<file path="src/design/tzdc_pkg.sv">
package tzdc_pkg;

  localparam int unsigned MinPerDay  = 1440;
  localparam int unsigned MinPerHour = 60;
  localparam int unsigned YearMax    = 9999;

  // configuration register indexes
  localparam logic [2:0] REG_SRC_STD   = 3'd0;
  localparam logic [2:0] REG_SRC_DST   = 3'd1;
  localparam logic [2:0] REG_SRC_START = 3'd2;
  localparam logic [2:0] REG_SRC_END   = 3'd3;
  localparam logic [2:0] REG_DST_STD   = 3'd4;
  localparam logic [2:0] REG_DST_DST   = 3'd5;
  localparam logic [2:0] REG_DST_START = 3'd6;
  localparam logic [2:0] REG_DST_END   = 3'd7;

  typedef struct packed {
    logic signed [10:0] src_std_offset;
    logic signed [10:0] src_dst_offset;
    logic [8:0]         src_window_start;
    logic [8:0]         src_window_end;
    logic signed [10:0] dst_std_offset;
    logic signed [10:0] dst_dst_offset;
    logic [8:0]         dst_window_start;
    logic [8:0]         dst_window_end;
  } cfg_t;

  // item in flight: minute of day and date, leap flag of the input year
  typedef struct packed {
    logic [10:0] tod;
    logic [4:0]  day;
    logic [3:0]  month;
    logic [13:0] year;
    logic        leap;
  } date_t;

  typedef struct packed {
    logic [4:0]  hour;
    logic [5:0]  minute;
    logic [4:0]  day;
    logic [3:0]  month;
    logic [13:0] year;
  } res_t;

  function automatic logic [4:0] days_in(input logic [3:0] m, input logic leap);
    logic [4:0] n;
    case (m) inside
      4'd2:                     n = leap ? 5'd29 : 5'd28;
      4'd4, 4'd6, 4'd9, 4'd11:  n = 5'd30;
      default:                  n = 5'd31;
    endcase
    return n;
  endfunction

  function automatic logic in_window(input logic [8:0] start, input logic [8:0] stop,
                                     input logic [4:0] d, input logic [3:0] m);
    logic [8:0] key;
    logic       hit;
    key = {m, d};
    if (start[8:5] == 4'd0) begin
      hit = 1'b0;
    end else if (start <= stop) begin
      hit = (key >= start) && (key <= stop);
    end else begin
      hit = (key >= start) || (key <= stop);
    end
    return hit;
  endfunction

  // leap only matters around february, where the year never changes
  function automatic date_t day_fwd(input date_t a);
    date_t r;
    r = a;
    if (a.day < days_in(a.month, a.leap)) begin
      r.day = a.day + 5'd1;
    end else begin
      r.day = 5'd1;
      if (a.month < 4'd12) begin
        r.month = a.month + 4'd1;
      end else begin
        r.month = 4'd1;
        r.year  = (a.year >= 14'(YearMax)) ? 14'd0 : a.year + 14'd1;
      end
    end
    return r;
  endfunction

  function automatic date_t day_back(input date_t a);
    date_t r;
    r = a;
    if (a.day > 5'd1) begin
      r.day = a.day - 5'd1;
    end else if (a.month > 4'd1) begin
      r.month = a.month - 4'd1;
      r.day   = days_in(a.month - 4'd1, a.leap);
    end else begin
      r.month = 4'd12;
      r.day   = 5'd31;
      r.year  = (a.year == 14'd0) ? 14'(YearMax) : a.year - 14'd1;
    end
    return r;
  endfunction

endpackage

</file>
<file path="src/design/tzdc_if.sv">
interface tzdc_in_if;
  logic        valid;
  logic        ready;
  logic [4:0]  in_hour;
  logic [5:0]  in_minute;
  logic [4:0]  in_day;
  logic [3:0]  in_month;
  logic [13:0] in_year;

  modport source (output valid, in_hour, in_minute, in_day, in_month, in_year,
                  input ready);
  modport sink (input valid, in_hour, in_minute, in_day, in_month, in_year,
                output ready);
endinterface

interface tzdc_out_if;
  logic        valid;
  logic        ready;
  logic [4:0]  out_hour;
  logic [5:0]  out_minute;
  logic [4:0]  out_day;
  logic [3:0]  out_month;
  logic [13:0] out_year;

  modport source (output valid, out_hour, out_minute, out_day, out_month, out_year,
                  input ready);
  modport sink (input valid, out_hour, out_minute, out_day, out_month, out_year,
                output ready);
endinterface

interface tzdc_cfg_if;
  logic        valid;
  logic        ready;
  logic [2:0]  index;
  logic [10:0] data;

  modport source (output valid, index, data, input ready);
  modport sink (input valid, index, data, output ready);
endinterface

</file>
<file path="src/design/tzdc_front.sv">
module tzdc_front (
  input  logic             clk,
  input  logic             rst,
  input  logic             en,
  input  logic             in_valid,
  input  logic [4:0]       hour,
  input  logic [5:0]       minute,
  input  logic [4:0]       day,
  input  logic [3:0]       month,
  input  logic [13:0]      year,
  output logic             out_valid,
  output tzdc_pkg::date_t  out_date
);
  import tzdc_pkg::*;

  logic [4:0]  h_c;
  logic [5:0]  mi_c;
  logic [3:0]  m_c;
  logic [13:0] y_c;
  logic [26:0] y_prod;

  logic        v1;
  logic [10:0] tod1;
  logic [4:0]  day1;
  logic [3:0]  month1;
  logic [13:0] year1;
  logic [6:0]  cent1;

  logic [13:0] rem100;
  logic        leap;
  logic [4:0]  lim;
  logic [4:0]  d_c;

  // stage 1: saturate fields, minute of day, year / 100 by reciprocal
  always_comb begin
    h_c    = (hour > 5'd23) ? 5'd23 : hour;
    mi_c   = (minute > 6'd59) ? 6'd59 : minute;
    m_c    = (month == 4'd0) ? 4'd1 : ((month > 4'd12) ? 4'd12 : month);
    y_c    = (year > 14'(YearMax)) ? 14'(YearMax) : year;
    y_prod = 27'(y_c) * 27'd5243;
  end

  always_ff @(posedge clk) begin
    if (rst) begin
      v1 <= 1'b0;
    end else if (en) begin
      v1 <= in_valid;
    end
  end

  always_ff @(posedge clk) begin
    if (en) begin
      tod1   <= 11'({h_c, 6'd0}) - 11'({h_c, 2'd0}) + 11'(mi_c);
      day1   <= day;
      month1 <= m_c;
      year1  <= y_c;
      cent1  <= y_prod[25:19];
    end
  end

  // stage 2: gregorian leap flag and day clamp
  always_comb begin
    rem100 = year1 - 14'(cent1) * 14'd100;
    leap   = ((year1[1:0] == 2'd0) && (rem100 != 14'd0)) ||
             ((rem100 == 14'd0) && (cent1[1:0] == 2'd0));
    lim    = days_in(month1, leap);
    d_c    = (day1 == 5'd0) ? 5'd1 : ((day1 > lim) ? lim : day1);
  end

  always_ff @(posedge clk) begin
    if (rst) begin
      out_valid <= 1'b0;
    end else if (en) begin
      out_valid <= v1;
    end
  end

  always_ff @(posedge clk) begin
    if (en) begin
      out_date.tod   <= tod1;
      out_date.day   <= d_c;
      out_date.month <= month1;
      out_date.year  <= year1;
      out_date.leap  <= leap;
    end
  end

endmodule

</file>
<file path="src/design/tzdc_shift.sv">
module tzdc_shift (
  input  logic               clk,
  input  logic               rst,
  input  logic               en,
  input  logic               sub,
  input  logic signed [10:0] std_off,
  input  logic signed [10:0] dst_off,
  input  logic [8:0]         win_start,
  input  logic [8:0]         win_end,
  input  logic               in_valid,
  input  tzdc_pkg::date_t    in_date,
  output logic               out_valid,
  output tzdc_pkg::date_t    out_date
);
  import tzdc_pkg::*;

  logic signed [10:0] off;
  logic signed [12:0] tod_s;
  logic signed [12:0] off_s;

  logic               v1;
  logic signed [12:0] sum1;
  date_t              date1;
  date_t              wrapped;

  // stage 1: pick offset on the current date, apply it
  always_comb begin
    off   = in_window(win_start, win_end, in_date.day, in_date.month) ? dst_off : std_off;
    tod_s = $signed({2'b00, in_date.tod});
    off_s = 13'(off);
  end

  always_ff @(posedge clk) begin
    if (rst) begin
      v1 <= 1'b0;
    end else if (en) begin
      v1 <= in_valid;
    end
  end

  always_ff @(posedge clk) begin
    if (en) begin
      sum1  <= sub ? (tod_s - off_s) : (tod_s + off_s);
      date1 <= in_date;
    end
  end

  // stage 2: one wrap of a day at most
  always_comb begin
    if (sum1 < 13'sd0) begin
      wrapped     = day_back(date1);
      wrapped.tod = 11'(sum1 + 13'sd1440);
    end else if (sum1 >= 13'sd1440) begin
      wrapped     = day_fwd(date1);
      wrapped.tod = 11'(sum1 - 13'sd1440);
    end else begin
      wrapped     = date1;
      wrapped.tod = 11'(sum1);
    end
  end

  always_ff @(posedge clk) begin
    if (rst) begin
      out_valid <= 1'b0;
    end else if (en) begin
      out_valid <= v1;
    end
  end

  always_ff @(posedge clk) begin
    if (en) begin
      out_date <= wrapped;
    end
  end

endmodule

</file>
<file path="src/design/tzdc_split.sv">
module tzdc_split (
  input  logic             clk,
  input  logic             rst,
  input  logic             en,
  input  logic             in_valid,
  input  tzdc_pkg::date_t  in_date,
  output logic             out_valid,
  output tzdc_pkg::res_t   out_res
);
  import tzdc_pkg::*;

  logic [21:0] hr_prod;
  logic        v1;
  logic [4:0]  hour1;
  date_t       date1;

  // minute of day / 60 by reciprocal, exact below 1440
  assign hr_prod = 22'(in_date.tod) * 22'd2185;

  always_ff @(posedge clk) begin
    if (rst) begin
      v1 <= 1'b0;
    end else if (en) begin
      v1 <= in_valid;
    end
  end

  always_ff @(posedge clk) begin
    if (en) begin
      hour1 <= hr_prod[21:17];
      date1 <= in_date;
    end
  end

  always_ff @(posedge clk) begin
    if (rst) begin
      out_valid <= 1'b0;
    end else if (en) begin
      out_valid <= v1;
    end
  end

  always_ff @(posedge clk) begin
    if (en) begin
      out_res.hour   <= hour1;
      out_res.minute <= 6'(date1.tod - 11'(hour1) * 11'(MinPerHour));
      out_res.day    <= date1.day;
      out_res.month  <= date1.month;
      out_res.year   <= date1.year;
    end
  end

endmodule

</file>
<file path="src/design/timezone_dst_time_converter_unit.sv">
// Time-zone converter with daylight saving.
// din carries a source local hour, minute, day, month and year; dout returns
// the same instant as destination local time and date, one result per item.
// cfg writes the zone registers (index 0..7: source standard and daylight
// offsets, source window start and end, then the same four for the
// destination); it is always ready. The user must write it only while the
// block is idle; the block does not enforce this. Out-of-range input fields
// are saturated before use, years wrap 9999 <-> 0. An item passes the front
// end (clamp and leap), source shift and wrap, destination shift and wrap and
// hour and minute split on its way to dout, two register stages each.
// Throughput: one item per cycle while dout is taken.
// The whole pipeline advances as one; when dout is stalled every stage holds
// and din.ready drops, so no item is lost or repeated.
// Reset clears all valid bits and sets every zone register to zero.
module timezone_dst_time_converter_unit (
  input logic       clk,
  input logic       rst,
  tzdc_in_if.sink   din,
  tzdc_out_if.source dout,
  tzdc_cfg_if.sink  cfg
);
  import tzdc_pkg::*;

  cfg_t  regs;
  logic  adv;

  logic  fr_valid;
  date_t fr_date;
  logic  s1_valid;
  date_t s1_date;
  logic  s2_valid;
  date_t s2_date;
  logic  sp_valid;
  res_t  sp_res;

  assign cfg.ready = 1'b1;

  always_ff @(posedge clk) begin
    if (rst) begin
      regs <= '0;
    end else if (cfg.valid && cfg.ready) begin
      case (cfg.index)
        REG_SRC_STD:   regs.src_std_offset   <= cfg.data;
        REG_SRC_DST:   regs.src_dst_offset   <= cfg.data;
        REG_SRC_START: regs.src_window_start <= cfg.data[8:0];
        REG_SRC_END:   regs.src_window_end   <= cfg.data[8:0];
        REG_DST_STD:   regs.dst_std_offset   <= cfg.data;
        REG_DST_DST:   regs.dst_dst_offset   <= cfg.data;
        REG_DST_START: regs.dst_window_start <= cfg.data[8:0];
        REG_DST_END:   regs.dst_window_end   <= cfg.data[8:0];
        default: ;
      endcase
    end
  end

  // whole pipeline moves unless a finished result is waiting
  assign adv       = !sp_valid || dout.ready;
  assign din.ready = adv;

  tzdc_front u_front (
    .clk       (clk),
    .rst       (rst),
    .en        (adv),
    .in_valid  (din.valid),
    .hour      (din.in_hour),
    .minute    (din.in_minute),
    .day       (din.in_day),
    .month     (din.in_month),
    .year      (din.in_year),
    .out_valid (fr_valid),
    .out_date  (fr_date)
  );

  tzdc_shift u_src (
    .clk       (clk),
    .rst       (rst),
    .en        (adv),
    .sub       (1'b1),
    .std_off   (regs.src_std_offset),
    .dst_off   (regs.src_dst_offset),
    .win_start (regs.src_window_start),
    .win_end   (regs.src_window_end),
    .in_valid  (fr_valid),
    .in_date   (fr_date),
    .out_valid (s1_valid),
    .out_date  (s1_date)
  );

  tzdc_shift u_dst (
    .clk       (clk),
    .rst       (rst),
    .en        (adv),
    .sub       (1'b0),
    .std_off   (regs.dst_std_offset),
    .dst_off   (regs.dst_dst_offset),
    .win_start (regs.dst_window_start),
    .win_end   (regs.dst_window_end),
    .in_valid  (s1_valid),
    .in_date   (s1_date),
    .out_valid (s2_valid),
    .out_date  (s2_date)
  );

  tzdc_split u_split (
    .clk       (clk),
    .rst       (rst),
    .en        (adv),
    .in_valid  (s2_valid),
    .in_date   (s2_date),
    .out_valid (sp_valid),
    .out_res   (sp_res)
  );

  assign dout.valid      = sp_valid;
  assign dout.out_hour   = sp_res.hour;
  assign dout.out_minute = sp_res.minute;
  assign dout.out_day    = sp_res.day;
  assign dout.out_month  = sp_res.month;
  assign dout.out_year   = sp_res.year;

`ifndef SYNTHESIS
  a_time_range: assert property (@(posedge clk) disable iff (rst)
    dout.valid |-> (dout.out_hour <= 5'd23) && (dout.out_minute <= 6'd59))
    else $error("result time of day out of range");

  a_date_range: assert property (@(posedge clk) disable iff (rst)
    dout.valid |-> (dout.out_month >= 4'd1) && (dout.out_month <= 4'd12) &&
                   (dout.out_day >= 5'd1) &&
                   (dout.out_day <= days_in(dout.out_month, 1'b1)))
    else $error("result date out of range");

  a_year_range: assert property (@(posedge clk) disable iff (rst)
    dout.valid |-> (dout.out_year <= 14'(YearMax)))
    else $error("result year out of range");

  a_stall_holds: assert property (@(posedge clk) disable iff (rst)
    (s2_valid && !adv) |=> s2_valid && $stable(s2_date))
    else $error("pipeline stage changed during stall");
`endif

endmodule
</file>
<file path="src/flat_wrapper.sv">
// flat-port wrapper written by rule: the top's interface ports become plain ports
module timezone_dst_time_converter_unit_flat import tzdc_pkg::*;
  (clk, rst, din_valid, din_in_hour, din_in_minute, din_in_day, din_in_month, din_in_year, din_ready, dout_valid, dout_out_hour, dout_out_minute, dout_out_day, dout_out_month, dout_out_year, dout_ready, cfg_valid, cfg_index, cfg_data, cfg_ready);
  tzdc_in_if din_i ();
  tzdc_out_if dout_i ();
  tzdc_cfg_if cfg_i ();
  input logic clk;
  input logic rst;
  input wire logic [$bits(din_i.valid)-1:0] din_valid;
  input wire logic [$bits(din_i.in_hour)-1:0] din_in_hour;
  input wire logic [$bits(din_i.in_minute)-1:0] din_in_minute;
  input wire logic [$bits(din_i.in_day)-1:0] din_in_day;
  input wire logic [$bits(din_i.in_month)-1:0] din_in_month;
  input wire logic [$bits(din_i.in_year)-1:0] din_in_year;
  output wire logic [$bits(din_i.ready)-1:0] din_ready;
  output wire logic [$bits(dout_i.valid)-1:0] dout_valid;
  output wire logic [$bits(dout_i.out_hour)-1:0] dout_out_hour;
  output wire logic [$bits(dout_i.out_minute)-1:0] dout_out_minute;
  output wire logic [$bits(dout_i.out_day)-1:0] dout_out_day;
  output wire logic [$bits(dout_i.out_month)-1:0] dout_out_month;
  output wire logic [$bits(dout_i.out_year)-1:0] dout_out_year;
  input wire logic [$bits(dout_i.ready)-1:0] dout_ready;
  input wire logic [$bits(cfg_i.valid)-1:0] cfg_valid;
  input wire logic [$bits(cfg_i.index)-1:0] cfg_index;
  input wire logic [$bits(cfg_i.data)-1:0] cfg_data;
  output wire logic [$bits(cfg_i.ready)-1:0] cfg_ready;
  assign din_i.valid = din_valid;
  assign din_i.in_hour = din_in_hour;
  assign din_i.in_minute = din_in_minute;
  assign din_i.in_day = din_in_day;
  assign din_i.in_month = din_in_month;
  assign din_i.in_year = din_in_year;
  assign din_ready = din_i.ready;
  assign dout_valid = dout_i.valid;
  assign dout_out_hour = dout_i.out_hour;
  assign dout_out_minute = dout_i.out_minute;
  assign dout_out_day = dout_i.out_day;
  assign dout_out_month = dout_i.out_month;
  assign dout_out_year = dout_i.out_year;
  assign dout_i.ready = dout_ready;
  assign cfg_i.valid = cfg_valid;
  assign cfg_i.index = cfg_index;
  assign cfg_i.data = cfg_data;
  assign cfg_ready = cfg_i.ready;
  timezone_dst_time_converter_unit u_core (.clk(clk), .rst(rst), .din(din_i), .dout(dout_i), .cfg(cfg_i));
endmodule
</file>
<file path="config.mk">
export PLATFORM = sky130hd
export DESIGN_NAME = timezone_dst_time_converter_unit_flat
export DESIGN_NICKNAME = d
export VERILOG_FILES = /design/src/design/tzdc_pkg.sv /design/src/design/tzdc_if.sv /design/src/design/tzdc_front.sv /design/src/design/tzdc_shift.sv /design/src/design/tzdc_split.sv /design/src/design/timezone_dst_time_converter_unit.sv /design/src/flat_wrapper.sv
export SDC_FILE = /design/constraint.sdc
export NUM_CORES = 1
export LEC_CHECK = 0
export BUFFER_PORTS_ARGS = -buffer_cell sky130_fd_sc_hd__buf_2
export CORE_AREA = 2 2 210 212
export DETAILED_ROUTE_END_ITERATION = 8
export DIE_AREA = 0 0 212 214
export PLACE_DENSITY_LB_ADDON = 0.15
export RECOVER_POWER = 25
export SLEW_MARGIN = 25
export SYNTH_ARGS = -nofsm -noshare
export SYNTH_HDL_FRONTEND = slang
export SYNTH_SLANG_ARGS = --single-unit
</file>
<file path="constraint.sdc">
create_clock -name clk -period 9.7 [get_ports clk]
set_input_delay 0 -clock clk [delete_from_list [all_inputs] [get_ports clk]]
set_output_delay 0 -clock clk [all_outputs]
set_load 0.05 [all_outputs]
</file>
After elaboration in Yosys (flattened, before gate mapping)
Cells that the tools add are included.

Mux-type cells: 52. Reductions and logical operators: 34. Multiply operators: 4. Equality and inequality tests: 32. Magnitude comparators: 25. $add $sub $neg: 22.

Operators with widths (count): $mux W35 (4); $mux W14 (9); $mux W18 (4); $mux W5 (10); $logic_not A14 Y1 (3); $eq A4 B3 Y1 const B (10); $eq A4 B4 Y1 const B (10); $le A9 B9 Y1 (4); $add A14 B1 Y14 const B (2); $ge A14 B14 Y1 const B (2); $sub A14 B1 Y14 const B (2); $ge A13 B12 Y1 const B (2); $lt A13 B1 Y1 const B (2); $mul A14 B13 Y26 const B (1); $add A11 B11 Y11 const B (2); $mul A11 B12 Y22 const B (1); $mux W11 (2); $sub A11 B11 Y11 const B (2); $eq A4 B2 Y1 const B (5); $reduce_or A4 Y1 (5); $ge A9 B9 Y1 (2); $mux W6 (3); $reduce_and A2 Y1 (8); $gt A14 B14 Y1 const B (1); other kinds (35) (73).

Register bits: 375. Bits of input ports: 53. Logic and storage cells: 225. Output and inout bits: 37.

Longest topological paths before layout
Word-level depth: 10. Mapped depth: 26. Depth with buffers taken out: 26.

Modules after synthesis
A second synthesis with hierarchy kept.

Cells, all modules: 2362. Area total of the unflattened synthesis: 25042.8 um^2.

By module, submodules not included: tzdc_front (times used 1, cells an instance 671, area an instance 7289.5 um^2, sequential area each 2322.2 um^2); tzdc_shift at u_core.u_dst (times used 1, cells an instance 597, area an instance 5629.1 um^2, sequential area each 2202.1 um^2); tzdc_shift at u_core.u_src (times used 1, cells an instance 596, area an instance 5550.3 um^2, sequential area each 2202.1 um^2); tzdc_split (times used 1, cells an instance 201, area an instance 3308.2 um^2, sequential area each 2082.0 um^2); timezone_dst_time_converter_unit (times used 1, cells an instance 297, area an instance 3265.6 um^2, sequential area each 1601.5 um^2).

Least setup slack after synthesis
OpenSTA, ideal clock, no wires.

Kind: reg2reg. Start: reg u_core.u_split.out_valid. End: reg u_core.u_dst.date1[0] (netlist bit), enable pin. Cell stages (with the launch flop): 4. Data arrival time: 6.678 ns. Buffers on the path: 1. Library setup time: 2.546 ns. Clock period less this slack: 9.224 ns. Required time: 7.154 ns. Path slack: 0.476 ns. Path through: dfxtp_1 -> nor2b_1 -> clkbuf_1 -> clkinv_1.

Word-level cells in the longest chain between the ends: 2.

Ends and longest elaborated chain: from (decl) (line tzdc_split.sv:7) `output logic out_valid,`; from (signal assigned) (line tzdc_split.sv:39) `out_valid <= v1;`; $logic_not A1 Y1 (line timezone_dst_time_converter_unit.sv:57) `assign adv = !sp_valid || dout.ready;`; $logic_or A1 B1 Y1 (line timezone_dst_time_converter_unit.sv:57); named net din_ready (line flat_wrapper.sv:15) `output wire logic [$bits(din_i.ready)-1:0] din_ready;`; to (signal assigned) (line tzdc_shift.sv:44) `date1 <= in_date;`; to (decl) (line tzdc_shift.sv:23) `date_t date1;`.

The timed path passes the listed nets, and every way through them passes these cells. A chain may end at the register's enable or synchronous reset.

Final worst setup path
Start: in din_in_year[6]. End: reg u_core.u_front.cent1[6], data pin.

Word-level cells in the longest chain between the ends: 3.

Ends and longest elaborated chain: from (decl) (line flat_wrapper.sv:14) `input wire logic [$bits(din_i.in_year)-1:0] din_in_year;`; $gt A14 B14 Y1 (line tzdc_front.sv:39) `y_c = (year > 14'(YearMax)) ? 14'(YearMax) : year;`; $mux W14 (line tzdc_front.sv:39); named net u_core.u_front.y_c[8] (line tzdc_front.sv:19) `logic [13:0] y_c;`; $mul A14 B13 Y26 (line tzdc_front.sv:40) `y_prod = 27'(y_c) * 27'd5243;`; named net u_core.u_front.y_prod[25] (line tzdc_front.sv:20) `logic [26:0] y_prod;`; to (signal assigned) (line tzdc_front.sv:57) `cent1 <= y_prod[25:19];`; to (decl) (line tzdc_front.sv:27) `logic [6:0] cent1;`.

The timed path passes the listed nets, and every way through them passes these cells.

==> flow_summary.yaml <==
outcome:
  outcome: "complete, no violations"
pwr:
  p_leak_nw: 11.08
  p_sw_mw: 2.804
  p_sw_frac: 0.3794
  p_per_area_nw_per_um2: 280.9
  p_clk_frac: 0.219
  p_seq_frac: 0.314
  power.internal_mw: 4.585
  vdd_drop_max_uv: 272.9
  p_comb_frac: 0.468
timing:
  max_freq_mhz: 153.1
  worstMarginPinSlew_ns: 0.9466
  setup_viol: 0
  period_share: 0.6735
  max-slew-margin-rel: 0.3689
  skew_ns: 0.008867
  tns_ns: 0
  hold_viol_final: 0
  finalMaxSlewViolations: 0
  rsz0062_at_grt: "no"
  finalCriticalPeriod_ns: 6.533
clock_network:
  cts_hold_buf: 48
  insertion_delay_ns: 0.57
  cts_max_path_buffers: 3
  cts_resized: 0
  numCtsBuffers: 42
  root_buffer: "clkbuf_16"
  cts_tree: "built"
  path_clk_slew_ns: 0.06
  postCtsSetupBuffers: 0
  cts.sinks: 375
  ctsHtreeMaxLevel: 2
logic_synthesis:
  synth_most_common_cell: "ha_1"
  synth-seq-area-share: 0.4418
  synth_cell_types: 81
  synthTopCellsByArea: "edfxtp_1 37%, ha_1 15%, dfxtp_1 7.5%, fa_1 5.7%, nand2_1 4.3%"
  syn_nets: 2656
  yosys-top-cells-count: "291 x ha_1, 287 x edfxtp_1, 270 x nand2_1, 222 x inv_1, 167 x a21oi_1"
  post-synth-top-area-cell: "edfxtp_1"
  synthArstFlopShare: 0
  synth-main-ff-cell: "edfxtp_1"
  syn_area_um2: 23500
  netlist.area_leader.share: 0.3668
  synth_cells: 2245
  syn_area_per_cell_um2: 10.47
  yosysWarnings: 0
  synth-edff-count: 287
  ys_ff_latch: 375
route:
  drt_iter0_drc: 1114
  ant_nets: 0
  route.detailed.drc: 0
  drtPass1Iterations: 5
  via_per_inst: 5.481
  wire_per_inst_um: 16.09
  totalWireLength_mm: 47.72
  num_vias: 16260
setup_path:
  reg2reg_to: "u_core.u_front.out_date[19]"
  worstSetupEndpoint: "u_core.u_front.cent1[6]"
  startpoint: "din_in_year[6]"
  critPathRequiredTime_ns: 10.01
  critPathArrivalTime_ns: 6.85
  end_kind: "flop"
  r2r-start: "u_core.u_front.cent1[2]"
  crit_type: "in2reg"
  start_kind: "input port"
  reg2reg_depth: 23
  crit_fanout: 26
  r2r_setup_slack_ns: 3.92
global_route:
  antenna_found_initial: 0
  grt_usage: 0.2159
  grt.overflow.total: 0
  grt_max_degree: 133
  grt_pass1_vias: 16140
  grt_pass1_wl_mm: 79.68
floorplan:
  die_w_um: 212
  dieHeight_um: 214
  die-area_um2: 45370
  start_util: 0.5479
  fp-row-count: 76
  io_pins: 90
  coreArea_um2: 42890
placement:
  hpwl_mm: 34.88
  portBuffers: 88
  place_inst: 2840
  gp_congestion: 0.8891
hold_path:
  min_path_type: "in2reg"
finish:
  layout-drive-gt1-share: 0.08148
  area_growth_pct: 11.95
  diodes: 0
  final_nets: 2758
  fin_cells: 2966
flow_run:
  drv_cap: 0
-- how the worst min path moves through the flow --
stage	from	to	depth (start not counted)
global route	din_in_year[5]	u_core.u_front.year1[5]	2
floorplan	din_in_day[0]	u_core.u_front.day1[0]	0
CTS	din_in_year[9]	u_core.u_front.year1[9]	2
global placement	din_in_day[2]	u_core.u_front.day1[2]	1
finish	din_in_year[9]	u_core.u_front.year1[9]	2
detailed placement	din_in_day[0]	u_core.u_front.day1[0]	1
-- critical path, cell delays in order --
cell	delay, ns
dlygate4sd3_1	0.55
buf_2	0.18
nor4_1	0.31
nor2_1	0.09
nor3_1	0.17
nand2b_1	0.70
nand2b_1	0.35
and2_1	0.29
fa_1	0.51
fa_1	0.44
fa_1	0.50
inv_1	0.06
fa_1	0.53
inv_1	0.04
ha_1	0.30
a211oi_1	0.31
o2111ai_1	0.17
a221o_1	0.39
a211oi_1	0.45
a21oi_1	0.18
a21oi_1	0.22
xnor2_1	0.09
-- per-stage QoR --
step | total power, mW | instance area [um2] | setup slack [ns] | hold WS, ns | utilization
floorplan | 4.961 | 23500 | 0.4758 | 0.09887 | -
global placement | 5.582 | 24410 | 3.207 | 0.1770 | 0.5692
detailed placement | 5.746 | 24410 | 2.998 | 0.1781 | 0.5692
CTS | 7.439 | 26300 | 3.157 | 0.01152 | 0.6133
global route | 8.075 | 26300 | 2.592 | 0.03975 | 0.6133
finish | 7.389 | 26300 | 3.167 | 0.02641 | 0.6133
-- metal layers --
metal | wire length (um) | share of wire | global-route usage
met4 | 1416 | 0.030 | 0.07371
met3 | 1767 | 0.037 | 0.03152
met2 | 23430 | 0.49 | 0.3681
met1 | 21110 | 0.44 | 0.2809
met5 | 0 | 0 | 0
-- layout make-up --
cell class                 instances  area (um2)
inverter                         223       844.6
sequential                       375       10380
clock inverter                    31       322.8
fill                            3545       16580
tap                              585       732.0
timing repair buffer             148        1011
clock buffer                      47        1091
multi-input combinational       1557       11920
-- power groups by stage --
stage	combinational [mW]	sequential [mW]	clock [mW]
3_3_place_gp	3.24	2.34	0
6_report	3.46	2.32	1.61
5_1_grt	4.00	2.36	1.72
4_1_cts	3.46	2.32	1.66
2_1_floorplan	2.55	2.41	0
3_5_place_dp	3.39	2.35	0
-- registers in the layout (all words and copies together) (netlist names), 11 cells and up --
register / cells
u_core.u_front.out_date: 35
u_core.u_split.out_res: 34
u_core.u_src.sum1: 13
u_core.u_front.year1: 14
u_core.u_dst.date1: 24
u_core.u_dst.sum1: 13
u_core.u_src.date1: 24
u_core.u_front.tod1: 11
u_core.u_split.date1: 29
u_core.u_dst.out_date: 34
u_core.regs: 80
u_core.u_src.out_date: 35
-- cell families (layout without fill, tap and decap cells) --
| kind of cell | Yosys count | in the layout | synth area share |
|---|---|---|---|
| XOR/XNOR | 109 | 109 | 0.04063 |
| AO/OA/AOI/OAI | 449 | 449 | 0.1192 |
| other | 1 | 1 | 0.0001596 |
| flip-flops | 375 | 375 | 0.4418 |
| multiplexers | 27 | 27 | 0.01214 |
| AND/OR/NAND/NOR | 611 | 611 | 0.1217 |
| adder cells (fa/ha/maj) | 360 | 360 | 0.2129 |
| buffers and inverters | 313 | 449 | 0.05144 |
-- cell usage in the layout, fill, tap and decap left out, types with 15 or more instances in the layout --
master         Yosys  final
and2_1            16     16
edfxtp_1         287    287
ha_1             291    291
nand3_1           39     39
mux2i_1           15     15
nand4_1           15     15
buf_2              3     82
a21o_1            23     23
xor2_1            34     34
nor3_1            34     34
xnor2_1           75     75
nand2_1          270    270
nor2_1           114    114
a31oi_1           26     26
nor2b_1           28     28
and3_1            19     19
fa_1              67     67
o21a_1            23     23
o21ai_0           84     84
clkbuf_16          0     43
a21oi_1          167    167
inv_1            222    222
nand2b_1          29     29
dlygate4sd3_1      0     48
dfxtp_1           88     88
No activity file was read; power rests on OpenSTA's default activity.
